**config.mk**
```make
export PLATFORM = sky130hd
export DESIGN_NAME = base64_line_wrapped_encoder_unit
export DESIGN_NICKNAME = d
export VERILOG_FILES = /design/src/hw/rtl/b64lw_pkg.sv /design/src/hw/rtl/base64_line_wrapped_encoder_unit.sv
export SDC_FILE = /design/constraint.sdc
export NUM_CORES = 1
export LEC_CHECK = 0
export BUFFER_PORTS_ARGS = -buffer_cell sky130_fd_sc_hd__buf_2
export CAP_MARGIN = 5
export CELL_PAD_IN_SITES_DETAIL_PLACEMENT = 1
export CELL_PAD_IN_SITES_GLOBAL_PLACEMENT = 2
export CORE_ASPECT_RATIO = 1.4
export CORE_MARGIN = 1.5
export CORE_UTILIZATION = 39
export DETAILED_ROUTE_END_ITERATION = 16
export PLACE_DENSITY = 0.91
export SYNTH_ARGS = -nofsm -noshare
export SYNTH_HDL_FRONTEND = slang
export SYNTH_SLANG_ARGS = --single-unit
```
**constraint.sdc**
```tcl
create_clock -name clk -period 2.9 [get_ports clk]
set_clock_uncertainty 0.1 [all_clocks]
set_input_delay 0.29 -clock clk [delete_from_list [all_inputs] [get_ports clk]]
set_output_delay 0.29 -clock clk [all_outputs]
set_load 0.03 [all_outputs]
```
**src/hw/rtl/b64lw_pkg.sv**
```systemverilog
// Package for the line-wrapped Base64 encoder.
// Holds the character constants and the 6-bit to ASCII alphabet mapping.
// No dependencies.
`timescale 1ns / 1ps
`default_nettype none

package b64lw_pkg;

	localparam int unsigned CharW     = 8;
	localparam int unsigned MaxChars  = 5;
	localparam int unsigned CntW      = $clog2(MaxChars + 1);

	localparam logic [CharW-1:0] CHAR_PAD     = 8'h3D; // '='
	localparam logic [CharW-1:0] CHAR_NL      = 8'h0A;
	localparam logic [CharW-1:0] CHAR_PLUS    = 8'h2B; // '+'
	localparam logic [CharW-1:0] CHAR_SLASH   = 8'h2F; // '/'
	localparam logic [7:0]       GPL_RESET    = 8'd19;

	typedef logic [CharW-1:0] char_t;

	// standard alphabet: A-Z, a-z, 0-9, '+', '/'
	function automatic char_t b64_char(input logic [5:0] idx);
		char_t c;
		if (idx < 6'd26) begin
			c = 8'h41 + {2'b00, idx};
		end else if (idx < 6'd52) begin
			c = 8'h61 + {2'b00, idx} - 8'd26;
		end else if (idx < 6'd62) begin
			c = 8'h30 + {2'b00, idx} - 8'd52;
		end else if (idx == 6'd62) begin
			c = CHAR_PLUS;
		end else begin
			c = CHAR_SLASH;
		end
		return c;
	endfunction

endpackage

`default_nettype wire

```
**src/hw/rtl/base64_line_wrapped_encoder_unit.sv**
```systemverilog
// Line-wrapped Base64 encoder: bytes in, ASCII characters out, newline after
// a programmable number of four-character groups. Uses b64lw_pkg.
// The first character of a group is offered in the cycle after the byte
// that completes it (or the last byte) is transferred in.
// Characters go out one per cycle while m_tready is high; a byte that
// yields characters is taken only once the character buffer is empty.
// Bytes that are only held are taken every cycle.
// Reset (arst_n low, asynchronous): buffer empty, no bytes held, line count
// zero, groups_per_line back to 19.
`timescale 1ns / 1ps
`default_nettype none

module base64_line_wrapped_encoder_unit (
	input  wire               clk,
	input  wire               arst_n,
	// input byte stream
	input  wire               s_tvalid,
	output logic              s_tready,
	input  wire  [7:0]        s_tdata,   // [7:0] data_byte
	input  wire               s_tlast,   // last_byte
	// character stream
	output logic              m_tvalid,
	input  wire               m_tready,
	output b64lw_pkg::char_t  m_tdata,   // [7:0] out_char
	output logic              m_tlast,   // run_end
	// groups_per_line register write
	input  wire               cfg_valid,
	output logic              cfg_ready,
	input  wire  [7:0]        cfg_data
);
	import b64lw_pkg::*;

	logic [7:0]    gpl_q;
	logic [7:0]    held_q [2];
	logic [1:0]    fill_q;
	logic [7:0]    line_cnt_q;

	char_t         chars_q [MaxChars];
	logic [CntW-1:0] cnt_q;

	logic          in_xfer, out_xfer;
	logic          makes_chars;
	char_t         new_chars [MaxChars];
	logic [CntW-1:0] new_cnt;
	logic [8:0]    next_line;
	logic          newline;

	assign cfg_ready   = 1'b1;
	assign makes_chars = (fill_q == 2'd2) || s_tlast;
	assign s_tready    = (cnt_q == '0) || !makes_chars;
	assign in_xfer     = s_tvalid && s_tready;
	assign m_tvalid    = (cnt_q != '0);
	assign m_tdata     = chars_q[0];
	assign m_tlast     = (cnt_q == CntW'(1));
	assign out_xfer    = m_tvalid && m_tready;

	// a zero setting behaves as one, since next_line is at least one
	assign next_line = {1'b0, line_cnt_q} + 9'd1;
	assign newline   = (next_line >= {1'b0, gpl_q});

	always_comb begin
		for (int i = 0; i < MaxChars; i++) begin
			new_chars[i] = CHAR_NL;
		end
		new_cnt = '0;
		if (fill_q == 2'd2) begin
			new_chars[0] = b64_char(held_q[0][7:2]);
			new_chars[1] = b64_char({held_q[0][1:0], held_q[1][7:4]});
			new_chars[2] = b64_char({held_q[1][3:0], s_tdata[7:6]});
			new_chars[3] = b64_char(s_tdata[5:0]);
			new_cnt      = newline ? CntW'(5) : CntW'(4);
		end else if (s_tlast) begin
			new_cnt = CntW'(4);
			if (fill_q == 2'd0) begin
				new_chars[0] = b64_char(s_tdata[7:2]);
				new_chars[1] = b64_char({s_tdata[1:0], 4'b0000});
				new_chars[2] = CHAR_PAD;
				new_chars[3] = CHAR_PAD;
			end else begin
				new_chars[0] = b64_char(held_q[0][7:2]);
				new_chars[1] = b64_char({held_q[0][1:0], s_tdata[7:4]});
				new_chars[2] = b64_char({s_tdata[3:0], 2'b00});
				new_chars[3] = CHAR_PAD;
			end
		end
	end

	// control state
	always_ff @(posedge clk or negedge arst_n) begin
		if (!arst_n) begin
			gpl_q      <= GPL_RESET;
			fill_q     <= 2'd0;
			line_cnt_q <= 8'd0;
			cnt_q      <= '0;
		end else begin
			if (cfg_valid && cfg_ready) begin
				gpl_q <= cfg_data;
			end
			if (in_xfer && makes_chars) begin
				cnt_q <= new_cnt;
			end else if (out_xfer) begin
				cnt_q <= cnt_q - CntW'(1);
			end
			if (in_xfer) begin
				if (s_tlast) begin
					fill_q     <= 2'd0;
					line_cnt_q <= 8'd0;
				end else if (fill_q == 2'd2) begin
					fill_q     <= 2'd0;
					line_cnt_q <= newline ? 8'd0 : next_line[7:0];
				end else begin
					fill_q <= fill_q + 2'd1;
				end
			end
		end
	end

	// payload: held bytes and character buffer
	always_ff @(posedge clk) begin
		if (in_xfer && !makes_chars) begin
			held_q[fill_q[0]] <= s_tdata;
		end
		if (in_xfer && makes_chars) begin
			chars_q <= new_chars;
		end else if (out_xfer) begin
			for (int i = 0; i < MaxChars - 1; i++) begin
				chars_q[i] <= chars_q[i+1];
			end
		end
	end

	// checks
	a_cnt_range: assert property (@(posedge clk) disable iff (!arst_n)
		cnt_q <= CntW'(MaxChars))
		else $error("character count out of range");

	a_fill_range: assert property (@(posedge clk) disable iff (!arst_n)
		fill_q != 2'd3)
		else $error("group fill out of range");

	a_line_range: assert property (@(posedge clk) disable iff (!arst_n)
		line_cnt_q != 8'd255)
		else $error("line group count wrapped");

	a_last_clears: assert property (@(posedge clk) disable iff (!arst_n)
		(in_xfer && s_tlast) |=> (fill_q == 2'd0 && line_cnt_q == 8'd0))
		else $error("message end did not clear group state");

	a_no_overwrite: assert property (@(posedge clk) disable iff (!arst_n)
		(in_xfer && makes_chars) |-> (cnt_q == '0))
		else $error("characters loaded over a busy buffer");

	a_group_count: assert property (@(posedge clk) disable iff (!arst_n)
		(in_xfer && fill_q == 2'd2) |=> (cnt_q == CntW'(4) || cnt_q == CntW'(5)))
		else $error("full group gave wrong character count");

endmodule

`default_nettype wire
```
# Word-level counts from Yosys, hierarchy flattened
# Memory sizes are Yosys's and may differ from the RTL's.
# Index checks and enable logic that the tools add are counted.
[totals]
word_cells = 145
ff_bits = 53
input_bits = 22
ram_bits = 16
n_memories = 1
[mem_list]
columns = ["name", "words", "word_bits", "read_ports", "rd_clocked_by_memory_dff", "write_ports", "line_no", "text"]
rows = [
  ["held_q", 2, 8, 2, 0, 1, "base64_line_wrapped_encoder_unit.sv:34", "logic [7:0] held_q [2];"],
]
[classes]
reduce_logical = 13
n_lt_le_gt_ge = 25
n_addsub = 43
n_eq_ne = 8
n_mux = 47
[op_table]
columns = ["cell", "n"]
rows = [
  ["two-way mux 8 bit", 27],
  ["two-way mux 32 bit", 5],
  ["adder 7 x 6 -> 8 bit (first input constant)", 16],
  ["< comparator 6 bit (second input constant)", 16],
  ["subtractor 7 x 6 -> 8 bit (second input constant)", 8],
  ["subtractor 8 x 5 -> 8 bit (second input constant)", 8],
  ["adder 6 x 6 -> 7 bit (first input constant)", 8],
  ["< comparator 6 x 5 -> 1 bit (second input constant)", 8],
  ["== test 6 bit (second input constant)", 6],
  ["two-way mux 3 bit", 10],
  ["adder 8 x 1 -> 9 bit (second input constant)", 1],
  [">= comparator 9 x 8 -> 1 bit", 1],
  ["logical AND 1 bit", 4],
  ["two-way mux 2 bit", 2],
  ["nonzero test 2 bit", 2],
  ["== test 3 x 1 -> 1 bit (second input constant)", 1],
  ["zero test 3 bit", 1],
  ["two-way mux 1 bit", 3],
  ["nonzero test 3 bit", 1],
  ["subtractor 3 x 1 -> 3 bit (second input constant)", 1],
  ["adder 2 x 1 -> 2 bit (second input constant)", 1],
  ["== test 2 bit (second input constant)", 1],
  ["zero test 2 bit", 1],
  ["logical OR 1 bit", 2],
  ["2 further kinds", 2],
]

# Logic depth before layout (Yosys ltp)
# An unclocked memory read counts as a cell.
[depth]
depth_word = 10
ltp_mapped = 10
depth_no_buf = 10

# Worst setup path before layout
# No wires, ideal clock.
[synth_timing]
path_type = "register to register"
startpoint = "register cnt_q[0]"
endpoint = "register chars_q[10] (netlist name), enable pin"
path_slack_ns = 0.439
path_stages_with_launch = 6
required_ns = 2.409
t_arrival_ns = 1.970
path_cell_list = "dfrtp_1 inv_1 ha_1 nand2b_1 and2_1 or2_1"
[synth_via]
word_cells_on_any_way = 7
classes_between = "reduce/logical: 7"
[synth_lines]
columns = ["item", "line_no", "text"]
rows = [
  ["from (decl)", "base64_line_wrapped_encoder_unit.sv:39", "logic [CntW-1:0] cnt_q;"],
  ["from (signal assigned)", "base64_line_wrapped_encoder_unit.sv:100", "cnt_q <= new_cnt;"],
  ["from (signal assigned)", "base64_line_wrapped_encoder_unit.sv:102", "cnt_q <= cnt_q - CntW'(1);"],
  ["nonzero test 3 bit", "base64_line_wrapped_encoder_unit.sv:52", "assign m_tvalid = (cnt_q != '0);"],
  ["net m_tvalid", "base64_line_wrapped_encoder_unit.sv:22", "output logic m_tvalid,"],
  ["logical AND 1 bit", "base64_line_wrapped_encoder_unit.sv:55", "assign out_xfer = m_tvalid && m_tready;"],
  ["nonzero test 2 bit (no line)", "n/a", ""],
  ["to (signal assigned)", "base64_line_wrapped_encoder_unit.sv:124", "chars_q <= new_chars;"],
  ["to (signal, indexed assignment)", "base64_line_wrapped_encoder_unit.sv:127", "chars_q[i] <= chars_q[i+1];"],
  ["to (decl)", "base64_line_wrapped_encoder_unit.sv:38", "char_t chars_q [MaxChars];"],
]
# The timed path passes the listed nets, and every way through them passes these cells.
# A chain may end at the register's enable or synchronous reset.

# Final worst setup path
[layout_timing]
startpoint = "register line_cnt_q[3]"
endpoint = "register line_cnt_q[4]"
[layout_via]
elab_chain_cells = 5
[layout_rtl]
columns = ["item", "line_no", "text"]
rows = [
  ["from (decl)", "base64_line_wrapped_encoder_unit.sv:36", "logic [7:0] line_cnt_q;"],
  ["from (signal assigned)", "base64_line_wrapped_encoder_unit.sv:110", "line_cnt_q <= newline ? 8'd0 : next_line[7:0];"],
  ["adder 8 x 1 -> 9 bit (*)", "base64_line_wrapped_encoder_unit.sv:58", "assign next_line = {1'b0, line_cnt_q} + 9'd1;"],
  [">= comparator 9 x 8 -> 1 bit", "base64_line_wrapped_encoder_unit.sv:59", "assign newline = (next_line >= {1'b0, gpl_q});"],
  ["two-way mux 8 bit (*)", "base64_line_wrapped_encoder_unit.sv:110", ""],
  ["two-way mux 8 bit (*)", "base64_line_wrapped_encoder_unit.sv:108", "end else if (fill_q == 2'd2) begin"],
  ["two-way mux 8 bit (*)", "base64_line_wrapped_encoder_unit.sv:105", "if (s_tlast) begin"],
]
# Mark *: on every way between the ends. The rest lies on a longest branch, timed or not. The select of a mux whose other input is x is not followed.

==> reports/qor.yml <==
cp_num_buf_inv: 0
syn_nets: 703
post-route-period-util_pct: 96.28
initialDrtViolationCount: 285
synth_area_leaders: "edfxtp_1, ha_1, dfrtp_1"
syn_area_per_cell_um2: 8.747
synth_adder_area_share_pct: 8.690
drcViolationCount: 0
slowest_stage: "dfrtp_1"
crit_start: "line_cnt_q[3]"
worstSetupStartpointType: "flop"
yosysTopAreaCell: "edfxtp_1"
leakage_nw: 2.540
cts_max_path_buffers: 2
wl_met1_mm: 7.547
path_delay_family: "simple AND/OR/NAND/NOR gates"
root_buffer: "clkbuf_16"
path_clk_slew_ps: 50
rsz0062_at_grt: "true"
met3_length_um: 473
dr_total_vias: 5216
n_antenna_cell: 0
core_area_um2: 13970
setup_viol: 0
worst_slew_pin_slew_ps: 550.9
worst_hold_slack_ps: 64.77
min_period_ps: 2792
cp_num_cells: 10
ant_nets: 0
cts_tree: "built"
top_layer: "met4"
cts_max_level: 3
hp-start: "cfg_data[7]"
cp.required_ps: 3070
min_path_type: "in -> reg"
synthCells: 642
r2r-start: "line_cnt_q[3]"
ios: 34
status: "complete, no violations"
wl_per_cell_um: 21.20
synth_xor_area_share_pct: 2.473
nFillCells: 1655
synth_top_family_by_area: "compound AO/OA/AOI/OAI gates"
end_kind: "flop"
hold_viol: 0
layout.nets: 730
grt_pass1_wl_mm: 28.97
initial_core_util_pct: 40.18
syn_to_final_growth_pct: 11.88
die_w_um: 104.4
min_path_cells: 3
synth_top_area_share_pct: 25.67
post_cts_buffers: 0
critPathMaxFanout: 5
clock_latency_ps: 340
grt_max_degree: 39
arrival_ps: 2960
synth.top_cells.by_count: "nand2_1, edfxtp_1, a21oi_1"
port_buffers: 32
maxSlewHeadroom_pct: 63.27
synth_edf_count: 48
synth.most_common_cell: "nand2_1"
grt_remaining_overflow: 0
grt_util_all_layers_pct: 24.35
grt_pass1_vias: 5445
powerDensity_nw_per_um2: 615.8
fmax_ghz: 0.3582
ir_drop_v: 0.0003135
ys_seq_area_share_pct: 35.09
async_flop_share_pct: 30.43
dp_hpwl_mm: 13.92
cts.sinks: 69
yosysWarnings: 0
cpPeakStageDelay_ps: 400
synth_flop_cell: "edfxtp_1"
ys_seq_elements: 69
synth_compound_area_share_pct: 27.56
antenna_found_initial: 0
drt-total-wl_mm: 18.22
wl_met2_mm: 9.662
synth_cell_types: 75
viasPerCell: 6.072
numCtsBuffers: 9
critical_path_class: "reg -> reg"
timing.final.max_slew_violations: 0
syn_area_um2: 5615
die_h_um: 145.0
dr.pass1.iters: 5
synth-simple-area-share_pct: 17.98
row_count: 51
place.gp.congestion: 0.8649
finalSetupTns_ps: 0
muxShareOfSynthArea_pct: 0.9135
crit_top_cell: "and3_1"
rr_worst_depth: 10
cap_violations: 0
crit_chain: "and3_1, and3_1, nand3_1, xnor2_2, ha_1, and3_1, a221oi_1, o21a_1, and2_2, a32o_1"
die_area_um2: 15140
drive_gt1_share_pct: 14.24
## cells in the final DEF, fill, tap and decap left out, types with 19 or more instances in the layout
| cell | netlist | routed |
|---|---|---|
| o21ai_0 | 34 | 34 |
| a211oi_1 | 19 | 19 |
| nor2_1 | 40 | 40 |
| edfxtp_1 | 48 | 48 |
| inv_1 | 34 | 34 |
| buf_2 | 21 | 32 |
| nand2_1 | 60 | 60 |
| a21oi_1 | 43 | 43 |
| nand3_1 | 28 | 28 |
| buf_4 | 11 | 33 |
| ha_1 | 39 | 39 |
## registers in the layout (all words and copies together) (netlist names)
register,cells
fill_q,2
gpl_q,8
m_tdata,8
cnt_q,3
line_cnt_q,8
held_q,16
chars_q,24
## cell type report
cell class                 count  area, µm²  share of cell area, %
clock inverter                 2      10.01                 0.1593
clock buffer                  14      264.0                  4.202
multi-input combinational    487       3252                  51.76
sequential                    69       1972                  31.39
tap                          185      231.5                  3.685
inverter                      36      135.1                  2.151
timing repair buffer          66      417.9                  6.652
## logic make-up after synthesis
group	count (synthesis)
muxes	5
adders and majority gates	39
DFF	69
other	1
AOI/OAI and AO/OA	222
xor gates and xnor gates	15
and+or+nand+nor	205
buffers and inverters	86
## where the power goes
part | switching, W | total [W] | internal (W)
Clock | 0.000397 | 0.00102 | 0.000623
Sequential | 0.000157 | 0.00145 | 0.00129
Combinational | 0.000901 | 0.00140 | 0.000496
Total | 0.00146 | 0.00387 | 0.00241
## worst reg2reg max path, stage by stage (launching register included)
cell      delay, ps
dfrtp_1         400
and3_1          210
and3_1          210
nand3_1         130
xnor2_2         170
ha_1            310
and3_1          210
a221oi_1        290
o21a_1          260
and2_2          240
a32o_1          190
## through the flow
step | cells | util [%] | worst slack, ps | area (µm²) | power [W]
after global placement | 842 | 42.85 | 239.1 | 5988 | 0.002792
after detailed placement | 842 | 42.85 | 58.61 | 5988 | 0.002850
final | 859 | 44.95 | 107.9 | 6282 | 0.003869
after global routing | 859 | 44.95 | -82.13 | 6282 | 0.004078
after CTS | 859 | 44.88 | 24.48 | 6272 | 0.003880
after floorplan | 642 | - | 438.9 | 5615 | 0.002386
## what timing repair did
action | 4_1_cts | 5_1_grt
hold buffers | 1 | 0
endpoints found under the hold margin | 18 | 0
gates resized for setup | 0 | 3
endpoints found under the setup margin | 0 | 9
## routing by layer
metal	global-route usage, %	vias to the layer above
met3	3.549	34
met4	9.514	0
met5	0	-
met2	44.51	113
li1	-	2462
met1	28.19	2607
## final timing paths
path	slack [ps]	endpoint
min in group asynchronous	360	line_cnt_q[7]
worst min register to register	420	gpl_q[1]
worst max register to register	110	line_cnt_q[4]
worst min-delay path	60	gpl_q[7]
max in group asynchronous	1980	line_cnt_q[2]
worst max-delay path	110	line_cnt_q[4]
Note: power is estimated with default switching activity, not from simulation.
